==> src/bss_pkg.sv <==
`timescale 1ns / 1ps
// ----------------------------------------------------------------------------
// bss_pkg: shared types and constants for the boot slot selector
// Register indexes, reset values, tier codes and the structs passed between
// the register file, the slot checker and the tier trackers.
// ----------------------------------------------------------------------------
package bss_pkg;

	typedef logic [31:0] word_t;

	localparam int MAX_SLOTS_DEF = 2;
	localparam int NUM_TIERS     = 3;
	localparam int CFG_IDX_W     = 3;
	localparam int IN_DATA_W     = 232;
	localparam int OUT_DATA_W    = 40;

	// Register indexes
	localparam logic [CFG_IDX_W-1:0] CFG_MAX_ATTEMPTS = 3'd0;
	localparam logic [CFG_IDX_W-1:0] CFG_FORCE_FAIL   = 3'd1;
	localparam logic [CFG_IDX_W-1:0] CFG_SLOT_SIZE    = 3'd2;
	localparam logic [CFG_IDX_W-1:0] CFG_RAM_A_START  = 3'd3;
	localparam logic [CFG_IDX_W-1:0] CFG_RAM_A_END    = 3'd4;
	localparam logic [CFG_IDX_W-1:0] CFG_RAM_B_START  = 3'd5;
	localparam logic [CFG_IDX_W-1:0] CFG_RAM_B_END    = 3'd6;

	// Register reset values
	localparam word_t RST_MAX_ATTEMPTS = 32'd3;
	localparam word_t RST_FORCE_FAIL   = 32'hFFFF_FFFF;
	localparam word_t RST_SLOT_SIZE    = 32'd0;
	localparam word_t RST_RAM_A_START  = 32'h2000_0000;
	localparam word_t RST_RAM_A_END    = 32'h2002_0000;
	localparam word_t RST_RAM_B_START  = 32'h2400_0000;
	localparam word_t RST_RAM_B_END    = 32'h2405_0000;

	// Tier codes
	localparam logic [1:0] TIER_NORMAL   = 2'd0;
	localparam logic [1:0] TIER_NO_LIMIT = 2'd1;
	localparam logic [1:0] TIER_ANY      = 2'd2;

	typedef struct packed {
		word_t max_attempts;
		word_t force_fail_marker;
		word_t slot_size;
		word_t ram_a_start;
		word_t ram_a_end;
		word_t ram_b_start;
		word_t ram_b_end;
	} cfg_t;

	typedef struct packed {
		logic  image_check_ok;
		word_t stack_word;
		word_t entry_word;
		word_t code_base;
		word_t slot_base;
		logic  has_record;
		word_t boot_tries;
		logic  confirmed;
		word_t inst_seq;
		word_t image_version;
		logic  last_slot;
	} slot_in_t;

	// Classified slot: one offer bit per tier
	typedef struct packed {
		logic [NUM_TIERS-1:0] offer;
		word_t                seq;
		word_t                ver;
		word_t                cnt;
		logic                 conf;
		logic                 last;
	} slot_item_t;

	typedef struct packed {
		logic       found;
		logic       slot;
		logic [1:0] tier;
		logic       bump;
		word_t      new_count;
	} result_t;

endpackage

==> src/bss_cfg.sv <==
`timescale 1ns / 1ps
// ----------------------------------------------------------------------------
// bss_cfg: configuration register file
// Seven 32-bit registers written through a plain write port, no read-back.
// ----------------------------------------------------------------------------
module bss_cfg (
	input  logic                           clk,
	input  logic                           arst_n,
	input  logic                           we,
	input  logic [bss_pkg::CFG_IDX_W-1:0]  addr,
	input  bss_pkg::word_t                 wdata,
	output bss_pkg::cfg_t                  cfg
);
	import bss_pkg::*;

	cfg_t cfg_q;

	always_ff @(posedge clk or negedge arst_n) begin
		if (!arst_n) begin
			cfg_q.max_attempts      <= RST_MAX_ATTEMPTS;
			cfg_q.force_fail_marker <= RST_FORCE_FAIL;
			cfg_q.slot_size         <= RST_SLOT_SIZE;
			cfg_q.ram_a_start       <= RST_RAM_A_START;
			cfg_q.ram_a_end         <= RST_RAM_A_END;
			cfg_q.ram_b_start       <= RST_RAM_B_START;
			cfg_q.ram_b_end         <= RST_RAM_B_END;
		end else if (we) begin
			unique case (addr)
				CFG_MAX_ATTEMPTS: cfg_q.max_attempts      <= wdata;
				CFG_FORCE_FAIL:   cfg_q.force_fail_marker <= wdata;
				CFG_SLOT_SIZE:    cfg_q.slot_size         <= wdata;
				CFG_RAM_A_START:  cfg_q.ram_a_start       <= wdata;
				CFG_RAM_A_END:    cfg_q.ram_a_end         <= wdata;
				CFG_RAM_B_START:  cfg_q.ram_b_start       <= wdata;
				CFG_RAM_B_END:    cfg_q.ram_b_end         <= wdata;
				default: ;
			endcase
		end
	end

	assign cfg = cfg_q;

endmodule

==> src/bss_check.sv <==
`timescale 1ns / 1ps
// ----------------------------------------------------------------------------
// bss_check: slot record input register and validity check
// Registers the incoming record, checks stack and entry words against the
// windows and decides which tiers the slot may enter.
// ----------------------------------------------------------------------------
module bss_check (
	input  logic                 clk,
	input  logic                 arst_n,
	input  bss_pkg::cfg_t        cfg,
	input  logic                 in_valid,
	output logic                 in_ready,
	input  bss_pkg::slot_in_t    in_item,
	output logic                 valid_s2,
	output bss_pkg::slot_item_t  item_s2,
	input  logic                 take
);
	import bss_pkg::*;

	logic       valid_s1;
	slot_in_t   rec_s1;
	slot_item_t cls;
	logic       s2_free;
	logic       s1_go;
	word_t      addr;
	word_t      hi;
	word_t      cnt;
	logic       conf;
	logic       sp_ok;
	logic       ep_ok;
	logic       slot_ok;
	logic       rejected;
	logic       exhausted;

	assign s2_free  = !valid_s2 || take;
	assign s1_go    = valid_s1 && s2_free;
	assign in_ready = !valid_s1 || s2_free;

	always_comb begin
		addr = {rec_s1.entry_word[31:1], 1'b0};
		hi   = rec_s1.slot_base + cfg.slot_size;
		cnt  = rec_s1.has_record ? rec_s1.boot_tries : '0;
		conf = rec_s1.has_record && rec_s1.confirmed;

		sp_ok = (rec_s1.stack_word[1:0] == 2'b00) &&
			((rec_s1.stack_word > cfg.ram_a_start && rec_s1.stack_word <= cfg.ram_a_end) ||
			 (rec_s1.stack_word > cfg.ram_b_start && rec_s1.stack_word <= cfg.ram_b_end));
		ep_ok = rec_s1.entry_word[0] && (addr >= rec_s1.code_base) && (addr < hi);
		slot_ok = rec_s1.image_check_ok && sp_ok && ep_ok;

		rejected  = rec_s1.has_record && (cnt == cfg.force_fail_marker);
		exhausted = rec_s1.has_record && !conf && (cnt >= cfg.max_attempts);

		cls.offer[TIER_NORMAL]   = slot_ok && !rejected && !exhausted;
		cls.offer[TIER_NO_LIMIT] = slot_ok && !rejected;
		cls.offer[TIER_ANY]      = slot_ok;
		cls.seq  = rec_s1.inst_seq;
		cls.ver  = rec_s1.image_version;
		cls.cnt  = cnt;
		cls.conf = conf;
		cls.last = rec_s1.last_slot;
	end

	always_ff @(posedge clk or negedge arst_n) begin
		if (!arst_n) begin
			valid_s1 <= 1'b0;
			valid_s2 <= 1'b0;
		end else begin
			if (in_valid && in_ready) begin
				valid_s1 <= 1'b1;
			end else if (s1_go) begin
				valid_s1 <= 1'b0;
			end
			if (s1_go) begin
				valid_s2 <= 1'b1;
			end else if (take) begin
				valid_s2 <= 1'b0;
			end
		end
	end

	always_ff @(posedge clk) begin
		if (in_valid && in_ready) begin
			rec_s1 <= in_item;
		end
		if (s1_go) begin
			item_s2 <= cls;
		end
	end

endmodule

==> src/bss_track.sv <==
`timescale 1ns / 1ps
// ----------------------------------------------------------------------------
// bss_track: per-tier best slot trackers and result register
// Keeps the newest slot of each tier over one scan and, on the last record,
// picks the lowest tier that holds a slot and registers the result.
// ----------------------------------------------------------------------------
module bss_track #(
	parameter int MAX_SLOTS = bss_pkg::MAX_SLOTS_DEF
) (
	input  logic                 clk,
	input  logic                 arst_n,
	input  bss_pkg::cfg_t        cfg,
	input  logic                 valid_s2,
	input  bss_pkg::slot_item_t  item_s2,
	output logic                 take,
	output logic                 res_valid,
	input  logic                 res_ready,
	output bss_pkg::result_t     res
);
	import bss_pkg::*;

	localparam int               CNT_W   = $clog2(MAX_SLOTS + 1);
	localparam logic [CNT_W-1:0] CNT_MAX = CNT_W'(MAX_SLOTS);

	logic [CNT_W-1:0]     slot_cnt_q;
	logic [NUM_TIERS-1:0] found_q;
	logic [NUM_TIERS-1:0] idx_q;
	logic [NUM_TIERS-1:0] conf_q;
	word_t                seq_q [NUM_TIERS];
	word_t                ver_q [NUM_TIERS];
	word_t                cnt_q [NUM_TIERS];

	logic [NUM_TIERS-1:0] found_nxt;
	logic [NUM_TIERS-1:0] idx_nxt;
	logic [NUM_TIERS-1:0] conf_nxt;
	word_t                seq_nxt [NUM_TIERS];
	word_t                ver_nxt [NUM_TIERS];
	word_t                cnt_nxt [NUM_TIERS];
	logic [NUM_TIERS-1:0] newer;

	logic                 in_range;
	logic [1:0]           pick;
	result_t              pick_res;
	logic                 res_valid_q;
	result_t              res_q;

	assign take     = valid_s2 && (!item_s2.last || !res_valid_q || res_ready);
	assign in_range = slot_cnt_q < CNT_MAX;

	// Offer the slot to each tier; an equal age keeps the earlier slot
	always_comb begin
		for (int t = 0; t < NUM_TIERS; t++) begin
			newer[t] = !found_q[t] || (item_s2.seq > seq_q[t]) ||
				((item_s2.seq == seq_q[t]) && (item_s2.ver > ver_q[t]));
			found_nxt[t] = found_q[t];
			idx_nxt[t]   = idx_q[t];
			conf_nxt[t]  = conf_q[t];
			seq_nxt[t]   = seq_q[t];
			ver_nxt[t]   = ver_q[t];
			cnt_nxt[t]   = cnt_q[t];
			if (in_range && item_s2.offer[t] && newer[t]) begin
				found_nxt[t] = 1'b1;
				idx_nxt[t]   = slot_cnt_q[0];
				conf_nxt[t]  = item_s2.conf;
				seq_nxt[t]   = item_s2.seq;
				ver_nxt[t]   = item_s2.ver;
				cnt_nxt[t]   = item_s2.cnt;
			end
		end
	end

	// Lowest tier holding a slot wins
	always_comb begin
		if (found_nxt[TIER_NORMAL]) begin
			pick = TIER_NORMAL;
		end else if (found_nxt[TIER_NO_LIMIT]) begin
			pick = TIER_NO_LIMIT;
		end else begin
			pick = TIER_ANY;
		end
		pick_res = '0;
		if (|found_nxt) begin
			pick_res.found     = 1'b1;
			pick_res.slot      = idx_nxt[pick];
			pick_res.tier      = pick;
			pick_res.bump      = !conf_nxt[pick] && (cnt_nxt[pick] != cfg.force_fail_marker);
			pick_res.new_count = cnt_nxt[pick] + 32'd1;
		end
	end

	always_ff @(posedge clk or negedge arst_n) begin
		if (!arst_n) begin
			slot_cnt_q  <= '0;
			found_q     <= '0;
			res_valid_q <= 1'b0;
		end else begin
			if (take) begin
				if (item_s2.last) begin
					slot_cnt_q <= '0;
					found_q    <= '0;
				end else begin
					found_q <= found_nxt;
					if (in_range) begin
						slot_cnt_q <= slot_cnt_q + 1'b1;
					end
				end
			end
			if (take && item_s2.last) begin
				res_valid_q <= 1'b1;
			end else if (res_ready) begin
				res_valid_q <= 1'b0;
			end
		end
	end

	always_ff @(posedge clk) begin
		if (take) begin
			idx_q  <= idx_nxt;
			conf_q <= conf_nxt;
			for (int t = 0; t < NUM_TIERS; t++) begin
				seq_q[t] <= seq_nxt[t];
				ver_q[t] <= ver_nxt[t];
				cnt_q[t] <= cnt_nxt[t];
			end
		end
		if (take && item_s2.last) begin
			res_q <= pick_res;
		end
	end

	assign res_valid = res_valid_q;
	assign res       = res_q;

	a_scan_clears: assert property (@(posedge clk) disable iff (!arst_n)
		take && item_s2.last |=> slot_cnt_q == '0 && found_q == '0)
		else $error("scan state not cleared after last record");

	a_tier_nesting: assert property (@(posedge clk) disable iff (!arst_n)
		(!found_q[TIER_NORMAL] || found_q[TIER_NO_LIMIT]) &&
		(!found_q[TIER_NO_LIMIT] || found_q[TIER_ANY]))
		else $error("tier trackers out of order");

	a_count_bound: assert property (@(posedge clk) disable iff (!arst_n)
		slot_cnt_q <= CNT_MAX)
		else $error("slot counter past limit");

	a_empty_result: assert property (@(posedge clk) disable iff (!arst_n)
		res_valid_q && !res_q.found |->
		res_q.tier == TIER_NORMAL && !res_q.bump && !res_q.slot && res_q.new_count == '0)
		else $error("empty result carries data");

endmodule

==> src/boot_slot_selector.sv <==
`timescale 1ns / 1ps
// ----------------------------------------------------------------------------
// boot_slot_selector: A/B boot slot selection with attempt limit and rollback
// Checks one slot record per item, tracks the newest slot per tier and gives
// the chosen slot with its boot count update on the last record.
// ----------------------------------------------------------------------------
// Throughput: one slot record per cycle, set by the single tracker update per
// cycle in bss_track; a waiting result stalls only a following last record.
// Path: the result of a last record passes the input register, the check
// register and the result register before it shows on m_tvalid.
// Reset: arst_n clears all valids, the scan and the registers to their
// default values; no clearing pass.
module boot_slot_selector #(
	parameter int MAX_SLOTS = bss_pkg::MAX_SLOTS_DEF
) (
	input  logic                            clk,
	input  logic                            arst_n,
	input  logic                            s_tvalid,
	output logic                            s_tready,
	// image_check_ok[0], stack_word[32:1], entry_word[64:33], code_base[96:65],
	// slot_base[128:97], has_record[129], boot_tries[161:130], confirmed[162],
	// inst_seq[194:163], image_version[226:195], zero fill [231:227]
	input  logic [bss_pkg::IN_DATA_W-1:0]   s_tdata,
	input  logic                            s_tlast,
	output logic                            m_tvalid,
	input  logic                            m_tready,
	// found[0], chosen_slot[1], chosen_tier[3:2], bump_count[4],
	// new_count[36:5], zero fill [39:37]
	output logic [bss_pkg::OUT_DATA_W-1:0]  m_tdata,
	input  logic                            cfg_we,
	input  logic [bss_pkg::CFG_IDX_W-1:0]   cfg_addr,
	input  bss_pkg::word_t                  cfg_wdata
);
	import bss_pkg::*;

	cfg_t       cfg;
	slot_in_t   in_item;
	logic       valid_s2;
	slot_item_t item_s2;
	logic       take;
	result_t    res;

	always_comb begin
		in_item.image_check_ok = s_tdata[0];
		in_item.stack_word     = s_tdata[32:1];
		in_item.entry_word     = s_tdata[64:33];
		in_item.code_base      = s_tdata[96:65];
		in_item.slot_base      = s_tdata[128:97];
		in_item.has_record     = s_tdata[129];
		in_item.boot_tries     = s_tdata[161:130];
		in_item.confirmed      = s_tdata[162];
		in_item.inst_seq       = s_tdata[194:163];
		in_item.image_version  = s_tdata[226:195];
		in_item.last_slot      = s_tlast;
	end

	bss_cfg u_cfg (
		.clk    (clk),
		.arst_n (arst_n),
		.we     (cfg_we),
		.addr   (cfg_addr),
		.wdata  (cfg_wdata),
		.cfg    (cfg)
	);

	bss_check u_check (
		.clk      (clk),
		.arst_n   (arst_n),
		.cfg      (cfg),
		.in_valid (s_tvalid),
		.in_ready (s_tready),
		.in_item  (in_item),
		.valid_s2 (valid_s2),
		.item_s2  (item_s2),
		.take     (take)
	);

	bss_track #(
		.MAX_SLOTS (MAX_SLOTS)
	) u_track (
		.clk       (clk),
		.arst_n    (arst_n),
		.cfg       (cfg),
		.valid_s2  (valid_s2),
		.item_s2   (item_s2),
		.take      (take),
		.res_valid (m_tvalid),
		.res_ready (m_tready),
		.res       (res)
	);

	assign m_tdata = {3'b000, res.new_count, res.bump, res.tier, res.slot, res.found};

endmodule

==> config.mk <==
export PLATFORM = sky130hd
export DESIGN_NAME = boot_slot_selector
export DESIGN_NICKNAME = d
export VERILOG_FILES = /design/src/bss_pkg.sv /design/src/bss_cfg.sv /design/src/bss_check.sv /design/src/bss_track.sv /design/src/boot_slot_selector.sv
export SDC_FILE = /design/constraint.sdc
export NUM_CORES = 2
export LEC_CHECK = 0
export BUFFER_PORTS_ARGS = -buffer_cell sky130_fd_sc_hd__buf_2
export CORE_MARGIN = 1
export CORE_UTILIZATION = 30
export DETAILED_ROUTE_END_ITERATION = 10
export GPL_TIMING_DRIVEN = 0
export PLACE_DENSITY = 0.55
export SETUP_SLACK_MARGIN = 0.2
export SLEW_MARGIN = 20
export SYNTH_ARGS = -nofsm -noshare
export SYNTH_HDL_FRONTEND = slang
export SYNTH_HIERARCHICAL = 1
export SYNTH_SLANG_ARGS = --single-unit
==> constraint.sdc <==
create_clock -name clk -period 20.4 [get_ports clk]
set_clock_uncertainty 0.05 [all_clocks]
set_input_delay 4.08 -clock clk [delete_from_list [all_inputs] [get_ports clk]]
set_output_delay 4.08 -clock clk [all_outputs]
set_load 0.03 [all_outputs]
==> results.tsv <==
stage	metric	value	unit
finish	P&R area growth vs syn	17.7	%
power_and_ir_drop	VDD IR max	0.0725	mV
finish	layout cells sized above 1	0.205	
yosys	#FFs+latches synth	892	
min_path	beginning of the worst hold path	u_check/cls[85]$_DFFE_PP_	
cts	Worst-Skew Late Latency	740	ps
cts	CTS Buf Count	101	
yosys	Post-Syn Area	0.0459	sq mm
sta	setup violators final	0	
worst_setup_path	Critical Path RT	16270	ps
floorplanning	I/O pin cnt	315	
worst_setup_path	CP Capture Type	output pin	
finish	most frequent cells in the layout	660 x edfxtp_1, 446 x ha_1, 427 x inv_1	
yosys	Synth area leader	edfxtp_1	
power_and_ir_drop	Comb pwr share	0.334	
finish	Finished Layout Cells	6219	
power_and_ir_drop	Clock Power Share	0.272	
cts	postcts setup bufs	0	
cts	clk sinks	892	
power_and_ir_drop	switching pwr	2.56	mW
sta	unrepaired setup endpoints after global routing	no	
flow_run	MaxCap Viol Count	0	
floorplanning	Die ar.	0.154	sq mm
sta	Tightest Pin Transition	1140	ps
grt	pin count of the biggest net entering global routing	88	
power_and_ir_drop	cell area power density	132	mW/mm^2
power_and_ir_drop	Flop pwr share	0.394	
power_and_ir_drop	static leakage	22.8	nW
cts	CTS H-tree depth	3	
cts	CTS Hold Buffers Added	0	
power_and_ir_drop	sw frac	0.360	
sta	period utilisation layout	0.487	
yosys	FFs w/ async S/R, synth	0.260	
yosys	Seq/Total Area, Yosys	0.560	
cts	CTS tree	built	
routing	initial drt markers	2076	
worst_setup_path	Arr. time, crit path	5800	ps
place	Cells after DPL	6023	
yosys	Synth area leaders	edfxtp_1 43%, ha_1 12%, dfrtp_1 10%	
sta	Fin. Hold Viols	0	
grt	initial antenna violation count	41	
floorplanning	Core Footprint	0.152	sq mm
worst_setup_path	worst setup path start	m_tready	
sta	Peak Freq	101	MHz
finish	Nets	4816	
sta	minimum clock period	9930	ps
yosys	Synth Warn #	6	
routing	DR pass1 iterations	7	
power_and_ir_drop	Pint	4.56	mW
grt	global-route wire length before repair	190000	um
finish	fillers	14774	
grt	total track usage	0.165	
routing	routed wire length	128000	um
yosys	Main synth FF type	edfxtp_1	
floorplanning	Core Rows	143	
cts	clock buffer depth	3	
routing	post-route ant nets	0	
routing	via/cell ratio	4.87	
yosys	Yosys cell types	107	
yosys	Post-Synthesis Cells	3670	
place	Placer Congestion	0.942	
place	Port Buffer Count	302	
sta	max-slew violations	0	
worst_setup_path	CP max FO	62	
status	status	complete, no violations	
floorplanning	Die X	393	um
worst_setup_path	CP startpoint kind	input pin	
yosys	Yosys top cell area share	0.432	
yosys	EDFF count, synth	660	
cts	clock root cell	clkbuf_16	
routing	DRC violation count after routing	0	
floorplanning	starting density of the core	0.302	
sta	relative slew slack	0.236	
routing	Wirelength per Cell	20.6	um
worst_setup_path	Worst R2R Start	u_check/item_s2[81]$_DFFE_PP_	
grt	gr ovfl total	0	
floorplanning	Vert. Die Dim	393	um
routing	vias	30300	
yosys	mean post-synth cell area	12.5	sq um
cts	clock transition at the registers of the reported paths	60	ps
place	HPWL reported at the end of detailed placement	98200	um
min_path	worst hold-check path type	flip-flop to flip-flop	
worst_setup_path	WS Path Type	input pin to output pin	
cts	CTS resizes	0	
grt	vias in the first global route	30187	
sta	Final TNS setup	0	ps
finish	most common cell after layout, fill and taps aside	edfxtp_1	
## through the flow
step / total power [mW] / util / hold slack [ps] / worst slack [ps] / cell area (sq um)
floorplan: 4.35 / - / 350 / 7630 / 45900
CTS: 7.19 / 0.355 / 360 / 10350 / 54000
global route: 7.54 / 0.355 / 364 / 10270 / 54000
detailed placement: 5.22 / 0.332 / 355 / 10360 / 50400
global placement: 5.18 / 0.329 / 355 / 2770 / 49900
finish: 7.13 / 0.355 / 362 / 10470 / 54000
## final timing paths
path	to	slack, ps	cells after the start
min in group asynchronous	u_cfg/cfg[157]$_DFFE_PN0P_	3260	1
max in group asynchronous	u_cfg/cfg[68]$_DFFE_PN0P_	15740	3
max reg2reg	u_track/res[32]$_SDFFCE_PN0P_	13720	14
min	u_check/item_s2[85]$_DFFE_PP_	360	0
min reg2reg	u_check/item_s2[85]$_DFFE_PP_	360	0
max	s_tready	10470	7
## synth_stat cells (11+ instances only)
cell type,instances
nor4_1,33
o21a_1,17
nand2_1,250
a221oi_1,13
nor3_1,42
clkbuf_1,34
mux2i_1,13
and3_1,11
a21o_1,89
a21boi_0,13
buf_4,18
a22oi_1,16
nand2b_1,22
buf_2,19
o22ai_1,14
mux2_2,225
o211ai_1,14
a21oi_1,183
dfrtp_1,189
nor2b_1,29
inv_1,428
o21ai_0,129
dfstp_2,43
xnor2_1,49
ha_1,446
and2_1,39
a211oi_1,19
a31oi_1,17
nor2_1,131
mux2_1,40
xor2_1,48
a2111oi_0,11
nand4_1,90
nand3_1,45
a221o_1,20
edfxtp_1,660
## state kept, by name, indices dropped and copies added, names as in the netlist, 31 cells and up
| name | count |
|---|---|
| u_track/seq_q | 96 |
| u_check/item_s2 | 101 |
| u_track/ver_q | 96 |
| u_check/rec_s1 | 132 |
| u_check/cls | 65 |
| u_track/res | 37 |
| u_track/cnt_q | 96 |
| u_cfg/cfg | 224 |
| u_check/addr | 31 |
## critical path, stage by stage
cell and delay (ps):
buf_2 90, nor2b_1 240, nand2_1 110, nand2_1 360, inv_6 320, nand3b_1 360, buf_2 240
## cell families after synthesis
group,share of synthesized area
DFF,0.560
and+or+nand+nor,0.0880
AOI/OAI and AO/OA,0.0988
buffers and inverters,0.0449
adders and majority gates,0.122
muxes,0.0679
xor gates and xnor gates,0.0185
other,0.0000817
## layout make-up
class	count	area (sq um)	area share
Sequential cell	892	25700	0.476
Multi-Input combinational cell	2272	18200	0.337
Clock buffer	142	2820	0.0523
Tap cell	2030	2540	0.0470
Timing Repair Buffer	321	1950	0.0361
Inverter	428	1610	0.0298
Clock inverter	47	708	0.0131
Buffer	80	454	0.00841
Antenna cell	7	17.5	0.000324
## power groups by stage
stage	sequential [mW]	clock, mW	combinational, mW
after floorplan	2.82	0	1.53
after detailed placement	2.84	0	2.37
after global placement	2.89	0	2.28
final	2.81	1.93	2.38
after global routing	2.86	2.06	2.61
after CTS	2.81	2.00	2.38
## metal layers
layer	wire [um]	track usage	share of wire	vias up
met2	60700	0.276	0.47	859
met3	8490	0.0396	0.066	266
met1	53700	0.206	0.42	14662
met4	4660	0.0581	0.036	48
li1	-	-	-	14465
met5	323	0	0.0025	-
No activity file was read; power rests on OpenSTA's default activity.
